$ cat src/design/dstb_pkg.sv
// Package of shared types and constants for the depth sorted triangle buffer.
package dstb_pkg;
  localparam int DefCapacity = 64;
  localparam logic [1:0] CMD_PUSH  = 2'd0;
  localparam logic [1:0] CMD_DRAW  = 2'd1;
  localparam logic [1:0] CMD_FLUSH = 2'd2;
  localparam logic REG_WIDTH  = 1'b0;
  localparam logic REG_HEIGHT = 1'b1;

  typedef struct packed {
    logic [1:0]  cmd;
    logic [23:0] depth_key;
    logic signed [23:0] ax;
    logic signed [23:0] ay;
    logic signed [23:0] bx;
    logic signed [23:0] by_coord;
    logic signed [23:0] cx;
    logic signed [23:0] cy;
    logic [15:0] attr_tag;
  } in_item_t;

  typedef struct packed {
    logic kind;
    logic accepted;
    logic signed [19:0] px_a;
    logic signed [19:0] py_a;
    logic signed [19:0] px_b;
    logic signed [19:0] py_b;
    logic signed [19:0] px_c;
    logic signed [19:0] py_c;
    logic [15:0] tag_out;
    logic last;
  } out_item_t;

  // Commands from the controller to the datapath.
  typedef struct packed {
    logic store;      // write the input triangle at the fill count
    logic clear;      // empty the buffer
    logic scan_start; // restart the minimum search
    logic scan_step;  // examine the entry at the scan pointer
    logic pick;       // mark the found minimum as taken and read it out
    logic emit_push;  // load a push reply into the output register
    logic emit_tri;   // load a scaled triangle into the output register
    logic out_take;   // output register was taken
  } cmd_t;

  typedef struct packed {
    logic full;
    logic empty;
    logic scan_done;  // scan pointer has passed the last entry
    logic remain_one; // only one entry left to emit
    logic out_busy;   // output register holds an item
    logic scale_done; // scaled triangle is ready
  } stat_t;
endpackage

$ cat src/design/dstb_ctrl.sv
// Controller state machine for the depth sorted triangle buffer.
module dstb_ctrl import dstb_pkg::*; (
  input  logic clk,
  input  logic rst,
  input  logic in_valid,
  input  logic [1:0] in_cmd,
  output logic in_ready,
  input  logic out_ready,
  output logic out_valid,
  input  stat_t stat,
  output cmd_t cmd,
  output logic push_ok
);
  localparam logic [2:0] S_IDLE  = 3'd0;
  localparam logic [2:0] S_SCAN  = 3'd1;
  localparam logic [2:0] S_PICK  = 3'd2;
  localparam logic [2:0] S_SCALE = 3'd3;
  localparam logic [2:0] S_EMIT  = 3'd4;

  logic [2:0] state;
  logic [2:0] state_next;
  logic accept;
  logic was_last;

  assign out_valid = stat.out_busy;
  assign in_ready = (state == S_IDLE) && (!stat.out_busy || out_ready);
  assign accept = in_valid && in_ready;
  assign push_ok = !stat.full;

  always_comb begin
    cmd = '0;
    state_next = state;
    cmd.out_take = out_valid && out_ready;
    case (state)
      S_IDLE: begin
        if (accept) begin
          case (in_cmd)
            CMD_PUSH: begin
              cmd.store = !stat.full;
              cmd.emit_push = 1'b1;
            end
            CMD_DRAW: begin
              if (!stat.empty) begin
                cmd.scan_start = 1'b1;
                state_next = S_SCAN;
              end
            end
            CMD_FLUSH: cmd.clear = 1'b1;
            default: ;
          endcase
        end
      end
      S_SCAN: begin
        cmd.scan_step = 1'b1;
        if (stat.scan_done) state_next = S_PICK;
      end
      S_PICK: begin
        cmd.pick = 1'b1;
        state_next = S_SCALE;
      end
      S_SCALE: begin
        if (stat.scale_done && (!stat.out_busy || out_ready)) begin
          cmd.emit_tri = 1'b1;
          state_next = S_EMIT;
        end
      end
      S_EMIT: begin
        if (was_last) begin
          cmd.clear = 1'b1;
          state_next = S_IDLE;
        end else begin
          cmd.scan_start = 1'b1;
          state_next = S_SCAN;
        end
      end
      default: state_next = S_IDLE;
    endcase
  end

  always_ff @(posedge clk) begin
    if (rst) begin
      state <= S_IDLE;
      was_last <= 1'b0;
    end else begin
      state <= state_next;
      if (cmd.pick) was_last <= stat.remain_one;
    end
  end

  assert property (@(posedge clk) disable iff (rst) accept |-> state == S_IDLE)
    else $error("input accepted during a draw");
  assert property (@(posedge clk) disable iff (rst) cmd.emit_tri |-> !stat.out_busy || out_ready)
    else $error("output register overwritten");
  assert property (@(posedge clk) disable iff (rst) state == S_PICK |=> state == S_SCALE)
    else $error("pick not followed by scaling");
endmodule

$ cat config.mk
export PLATFORM = sky130hd
export DESIGN_NAME = dstb_ctrl
export DESIGN_NICKNAME = d
export VERILOG_FILES = /design/src/design/dstb_pkg.sv /design/src/design/dstb_ctrl.sv
export SDC_FILE = /design/constraint.sdc
export NUM_CORES = 1
export LEC_CHECK = 0
export BUFFER_PORTS_ARGS = -buffer_cell sky130_fd_sc_hd__buf_2
export CAP_MARGIN = 20
export CORE_AREA = 2 2 39 41
export DETAILED_ROUTE_END_ITERATION = 16
export DIE_AREA = 0 0 41 43
export GPL_TIMING_DRIVEN = 0
export PLACE_DENSITY_LB_ADDON = 0.15
export SLEW_MARGIN = 5
export SYNTH_ARGS = -nofsm -noshare
export SYNTH_HDL_FRONTEND = slang
export SYNTH_SLANG_ARGS = --single-unit
$ cat constraint.sdc
create_clock -name clk -period 1.9 [get_ports clk]
set_input_delay 0.19 -clock clk [delete_from_list [all_inputs] [get_ports clk]]
set_output_delay 0.19 -clock clk [all_outputs]
set_load 0.02 [all_outputs]
==> impl_metrics.ini, run 1 <==
[global_routing]
grt_pass1_vias = 371
grt_pass1_wl_mm = 1.50
grt_antenna_before_repair = 0
grt_usage = 0.120
grt_max_degree = 11
grt_overflow = 0

[critical_path]
cp_num_cells = 6
crit_arrival_ns = 1.70
startpoint_type = flop
path_delay_family = simple AND/OR/NAND/NOR gates
cp_num_buf_inv = 2
slowest_delay_ns = 0.49
critPathCaptureType = output port
path_cells = buf_6 -> nor3_4 -> nand3_2 -> or4b_4 -> o41ai_2 -> buf_4
r2r-start = state[1]
critical_path.slowest_cell = or4b_4
cp.required_ns = 1.71
reg2reg_setup_slack_ns = 0.19
cp_max_fo = 3
crit_type = reg -> out
reg2regPathDepth = 7
timing.rr.end = state[1]

[logic_synthesis]
synthCells = 43
ys_ff_latch = 4
synth_edf_count = 0
syn_area_per_cell_sq_um = 8.12
seq_area_frac_synth = 0.229
syn-num-nets = 55
async_flop_share = 0
synth_area_sq_um = 349
netlist.area_leader.share = 0.229
ys.flop_type = dfxtp_1
synth_top_cell_by_area = dfxtp_1
synth_area_leaders = dfxtp_1, nor3_1, buf_4, nor3b_1, a211oi_2
yosys_warnings = 0
synth.distinct_cells = 30

[sta]
min_period_ns = 1.89
hold_viol = 0
worst_pin_slew_ns = 0.304
timing.setup.tns_ns = 0
finalClockSkew_ns = 0.00695
finalCritPeriodShare = 0.997
rsz0062_at_grt = true
setup_viol = 0
fmax_ghz = 0.528
max_slew_margin = 0.797
hold_ws_ns = 0.190
fin_ws_ns = 0.00606
slew_viol_final = 0

[power_and_ir_drop]
netSwitchingPower_uw = 76.2
p_seq_frac = 0.323
pwr-share-comb = 0.268
p_sw_frac = 0.286
p_clk_frac = 0.410
power_density_nw_per_um2 = 458
ir_drop_uv = 121
internal_power_uw = 190
p_leak_nw = 0.293

[final_layout]
layout-drive-gt1-share = 0.587
final_common_cell = buf_2
syn2layout_area_growth_pct = 66.7
fill_cells = 162
final_cell_mix = buf_2, buf_4, nor3_1
num_antenna_cells = 0
layout.nets = 89

[die]
io-pin-count = 23
dieArea_sq_um = 1760
initial_core_util = 0.252
die-width_um = 41
core_area_sq_um = 1380
die_h_um = 43
rows = 14

[drt]
avgRoutedWirePerCell_um = 11.2
drc = 0
vias = 427
dr.pass1.iters = 4
via_per_inst = 4.69
final_antenna_net_count = 0
wirelength_mm = 1.02
drt_iter0_drc = 10

[placed_design]
hpwl_um = 690
place_ws_ns = 0.130
gp_congestion = 0.648
port_buffers = 22

[worst_hold_path]
min_to = was_last
hold_class = in -> reg
hold_depth = 3
min_from = stat[2]

[clock_tree]
cts_made_buffers = 3
cts_root_buf = clkbuf_4
clk_latency_ns = 0.24
cts_tree = yes
htreeDepth = 1
cts_max_path_buffers = 2
path_clk_slew_ns = 0.04
cts.sinks = 4

[run_status]
status = finished, final reports clean

[job]
timing.max_cap.violations = 0
cell families after synthesis:
logic type	synth area share
muxes	0.0609
and+or+nand+nor	0.437
AOI/OAI and AO/OA	0.140
DFF	0.229
buffers and inverters	0.108
xor gates and xnor gates	0.0251
per-layer routing:
metal / share of wire / up-vias / GRT usage
met5: 0 / - / 0
met4: 0 / 0 / 0.0800
met3: 0.062 / 0 / 0.0262
met2: 0.50 / 13 / 0.172
met1: 0.44 / 194 / 0.153
li1: - / 220 / -
power by group through the flow:
stage	registers [mW]	clock network (mW)	logic (mW)
floorplan	0.0871	0	0.0363
global placement	0.0872	0	0.0629
detailed placement	0.0872	0	0.0626
CTS	0.0860	0.114	0.0704
global route	0.0860	0.119	0.0771
finish	0.0860	0.109	0.0713
worst max path at each step:
stage,from,end,slack [ns]
6_report,state[1],cmd[5],0.006
3_5_place_dp,state[1],cmd[6],0.13
2_1_floorplan,state[1],cmd[6],0.19
3_3_place_gp,state[1],cmd[6],0.12
4_1_cts,state[0],cmd[5],-0.04
5_1_grt,state[1],cmd[5],-0.08
what timing repair did:
item,4_1_cts,5_1_grt
pin swaps,5,3
hold buffers,0,0
setup buffers,2,5
resized for setup,6,1
endpoints found under the setup margin,2,2
tightest hold or removal path: stages:
cell	delay, ns
buf_2	0.07
mux2i_1	0.05
nor2_1	0.07
metrics by stage:
stage               utilization  std cells  area [sq um]  total power, mW
floorplan                     -         43           349            0.123
global placement          0.346         81           479            0.150
detailed placement        0.346         81           479            0.150
CTS                       0.392         86           543            0.270
global route              0.420         91           582            0.282
finish                    0.420         91           582            0.267
cell type report:
| cell class | instances | area (sq um) | area share |
|---|---|---|---|
| Timing Repair Buffer | 29 | 168 | 0.288 |
| Tap cell | 16 | 20.0 | 0.0344 |
| Buffer | 3 | 30.0 | 0.0516 |
| Sequential cell | 4 | 81.3 | 0.140 |
| Inverter | 3 | 11.3 | 0.0194 |
| Clock buffer | 3 | 22.5 | 0.0387 |
| Multi-Input combinational cell | 33 | 249 | 0.428 |
Yosys cell counts (2+ instances only):
master,number
dfxtp_1,4
nor3_1,4
inv_1,3
buf_4,2
nand2_1,2
nor2_1,2
nor2b_1,2
nor3b_1,2
registers in the layout (all words and copies together), names as in the netlist:
signal and count:
was_last 1, state 3
No activity file was read; power rests on OpenSTA's default activity.
==> run 2: changes to the inputs <==
==> constraint.sdc (replaced) <==
create_clock -name clk -period 1.9 [get_ports clk]
set_input_delay 0.38 -clock clk [delete_from_list [all_inputs] [get_ports clk]]
set_output_delay 0.38 -clock clk [all_outputs]
set_load 0.02 [all_outputs]
==> impl_metrics.ini, run 2 (synthesis results as in run 1) <==
[drt]
drt_iter0_drc = 10
drc = 0
wirelength_mm = 1.02
final_antenna_net_count = 0
avgRoutedWirePerCell_um = 11.2
via_per_inst = 4.69
dr.pass1.iters = 4
vias = 427

[sta]
fin_ws_ns = -0.184
max_slew_margin = 0.797
hold_viol = 0
worst_pin_slew_ns = 0.304
setup_viol = 2
min_period_ns = 2.08
rsz0062_at_grt = true
fmax_ghz = 0.480
slew_viol_final = 0
finalClockSkew_ns = 0.00695
timing.setup.tns_ns = -0.347
finalCritPeriodShare = 1.10

[run_status]
failed_checks = negative setup slack
status = complete, but fails checks

[final_layout]
num_antenna_cells = 0
top_register = state
final_common_cell = buf_2
top_regs = state (3), was_last (1)
multi_input_area_sq_um = 255
seqCellArea_sq_um = 81.3
layout-drive-gt1-share = 0.600
largest_register_ffs = 3
final_cell_mix = buf_2, buf_4, nor3_1
layout.nets = 89
syn2layout_area_growth_pct = 68.5
fill_cells = 161
stdcell_count = 91

[worst_hold_path]
hold_class = in -> reg
hold_depth = 3

[global_routing]
grt_overflow = 0
grt_max_degree = 11
grt_usage = 0.120
grt_pass1_vias = 371
grt_antenna_before_repair = 0
grt_pass1_wl_mm = 1.50

[power_and_ir_drop]
netSwitchingPower_uw = 77.0
p_sw_frac = 0.288
pwr-share-comb = 0.271
p_seq_frac = 0.321
ir_drop_uv = 123
p_clk_frac = 0.408
internal_power_uw = 191
p_leak_nw = 0.293
power_density_nw_per_um2 = 455

[critical_path]
crit_type = reg -> out
crit_arrival_ns = 1.70
reg2regPathDepth = 7
cp_max_fo = 3
cp.required_ns = 1.52
critPathCaptureType = output port
startpoint_type = flop

[clock_tree]
cts_made_buffers = 3
clk_latency_ns = 0.24
cts.sinks = 4
cts_tree = yes
htreeDepth = 1
cts_root_buf = clkbuf_4
path_clk_slew_ns = 0.04
cts_max_path_buffers = 2

[job]
timing.max_cap.violations = 0

[placed_design]
gp_congestion = 0.648
hpwl_um = 690
place_inst = 81
port_buffers = 22

[die]
rows = 14
io-pin-count = 23
die_h_um = 43
die-width_um = 41
dieArea_sq_um = 1760
initial_core_util = 0.252
core_area_sq_um = 1380
==> run 2: worst paths after layout <==
check | to | from | slack (ns)
worst max register to register | state[1] | state[1] | 0.19
worst max-delay path | cmd[5] | state[1] | -0.18
worst min register to register | was_last | was_last | 0.55
worst min-delay path | was_last | stat[2] | 0.38
==> run 2: per-layer routing <==
metal / global-route usage / wire [um]
met1: 0.153 / 449
met2: 0.172 / 507
met3: 0.0262 / 64
met4: 0.0800 / 0
met5: 0 / 0
==> run 2: power by group through the flow <==
stage | Clock, mW | Combinational [mW] | Sequential [mW]
CTS | 0.114 | 0.0704 | 0.0860
finish | 0.109 | 0.0724 | 0.0860
floorplan | 0 | 0.0363 | 0.0871
global route | 0.119 | 0.0783 | 0.0860
detailed placement | 0 | 0.0626 | 0.0872
global placement | 0 | 0.0629 | 0.0872
==> run 2: layout make-up <==
| type | count | share of cell area |
|---|---|---|
| timing repair buffer | 29 | 0.285 |
| clock buffer | 3 | 0.0383 |
| multi-input combinational | 33 | 0.434 |
| buffer | 3 | 0.0511 |
| inverter | 3 | 0.0191 |
| tap | 16 | 0.0340 |
| sequential | 4 | 0.138 |
==> run 2: stage by stage <==
stage / util / hold slack [ns] / total power [mW] / cell area [sq um] / setup slack [ns]
floorplan: - / 0.452 / 0.123 / 349 / 0.00348
global placement: 0.346 / 0.545 / 0.150 / 479 / -0.0716
detailed placement: 0.346 / 0.544 / 0.150 / 479 / -0.0604
CTS: 0.392 / 0.369 / 0.270 / 543 / -0.235
global route: 0.425 / 0.390 / 0.283 / 588 / -0.267
finish: 0.425 / 0.380 / 0.268 / 588 / -0.184
==> run 2: repair_timing <==
action / in CTS / in global routing
cloned: 0 / 0
setup endpoints to repair: 2 / 2
setup buffers: 2 / 5
resized for setup: 6 / 2
hold buffers: 0 / 0
pin swaps: 5 / 3
==> run 2: worst max-delay path: stages, from the launching register on <==
cell and delay, ns:
dfxtp_2 0.32, buf_6 0.11, nor3_4 0.18, nand3_2 0.11, or4b_4 0.49, o41ai_2 0.06
buf_4 0.19
==> run 3: changes to the inputs <==
Clock period 1.9 ns to 1.7 ns, I/O delays scaled along.
==> impl_metrics.ini, run 3 (synthesis results as in run 1) <==
[run_status]
status = complete, but fails checks
failed_checks = negative setup slack

[placed_design]
hpwl_um = 693
port_buffers = 22
place_ws_ns = -0.155
dpl_cell_area_sq_um = 499
gp_congestion = 0.616

[die]
die_h_um = 43
core_area_sq_um = 1380
rows = 14
die-width_um = 41
dieArea_sq_um = 1760
initial_core_util = 0.252
io-pin-count = 23

[sta]
fin_ws_ns = -0.327
worst_pin_slew_ns = 0.311
fmax_ghz = 0.493
timing.setup.tns_ns = -0.755
finalClockSkew_ns = 0.00133
hold_ws_ns = 0.331
setup_viol = 3
rsz0062_at_grt = true
slew_viol_final = 0
min_period_ns = 2.03
hold_viol = 0
max_slew_margin = 0.792
finalCritPeriodShare = 1.19

[clock_tree]
cts_tree = yes
htreeDepth = 1
cts_root_buf = clkbuf_4
path_clk_slew_ns = 0.04
hold_buffers = 0
cts_max_path_buffers = 2
cts_made_buffers = 3
cts.sinks = 4
clk_latency_ns = 0.24

[critical_path]
startpoint_type = flop
crit_type = reg -> out
cp_max_fo = 4
crit_arrival_ns = 1.69
critPathCaptureType = output port
cp.required_ns = 1.36

[final_layout]
final_cell_area_sq_um = 587
final_cell_mix = buf_2, buf_4
syn2layout_area_growth_pct = 68.1
top_register = state
top_regs = state (3), was_last (1)
layout-drive-gt1-share = 0.611
largest_register_ffs = 3
final_util = 0.424
num_antenna_cells = 0
layout.nets = 86
final_common_cell = buf_2

[global_routing]
grt_pass1_vias = 419
grt_pass1_wl_mm = 1.55
grt_usage = 0.128
grt_overflow = 0
grt_antenna_before_repair = 0
grt_max_degree = 10

[drt]
wirelength_um = 927
dr.pass1.iters = 2
highest_layer = met4
drc = 0
final_antenna_net_count = 0
m1WireLength_um = 402
wl_met2_um = 455
avgRoutedWirePerCell_um = 10.5
vias = 424
via_per_inst = 4.82
drt_iter0_drc = 4
met3_length_um = 60

[job]
timing.max_cap.violations = 0

[power_and_ir_drop]
power_density_nw_per_um2 = 517
ir_drop_uv = 161
p_leak_nw = 0.279

[worst_hold_path]
hold_class = in -> reg
## run 3: changes by cell type in the layout (fill, tap and decap cells not counted), sizes merged
| cell | previous run | this run |
|---|---|---|
| buf | 32 | 29 |
## run 3: power breakdown
part           switching [mW]  total, mW  internal [mW]  leakage [nW]
Sequential           0.000650     0.0962         0.0955        0.0328
Combinational          0.0434     0.0854         0.0420         0.232
Clock                  0.0425      0.122         0.0792        0.0138
## run 3: metrics by stage
step / cells / total power, mW
finish: 88 / 0.303
global route: 88 / 0.318
CTS: 86 / 0.303
detailed placement: 81 / 0.172
global placement: 81 / 0.172
floorplan: 43 / 0.142
## run 3: path summary, 6_finish.rpt
kind | cells past startpoint | to | from | slack (ns)
min | 2 | was_last | rst | 0.33
min reg2reg | 2 | was_last | was_last | 0.57
max reg2reg | 6 | state[1] | state[0] | 0.15
max | 6 | cmd[6] | state[0] | -0.33
## run 3: critical path, cell delays in order, from the launching register on
cell	delay, ns
dfxtp_1	0.30
buf_6	0.12
nor3_4	0.18
nand3_2	0.10
or3b_4	0.39
a211oi_4	0.21
buf_6	0.15
## run 3: metal layers
layer | vias to the layer above | track usage
met4 | 0 | 0.100
li1 | 213 | -
met5 | - | 0
met2 | 14 | 0.197
met1 | 195 | 0.160
met3 | 2 | 0
## run 3: timing repair
| item | CTS | global route |
|---|---|---|
| setup endpoints to repair | 3 | 5 |
| pin swaps | 3 | 2 |
| resized for setup | 6 | 3 |
| setup buffers | 2 | 2 |
## run 3: layout make-up
type / instances / area [sq um]
well taps: 16 / 20.0
fillers: 152 / 797
inverters: 3 / 11.3
flip-flops and latches: 4 / 81.3
clock buffers: 3 / 22.5
multi-input cells: 33 / 270
repair buffers: 26 / 151
plain buffers: 3 / 30.0
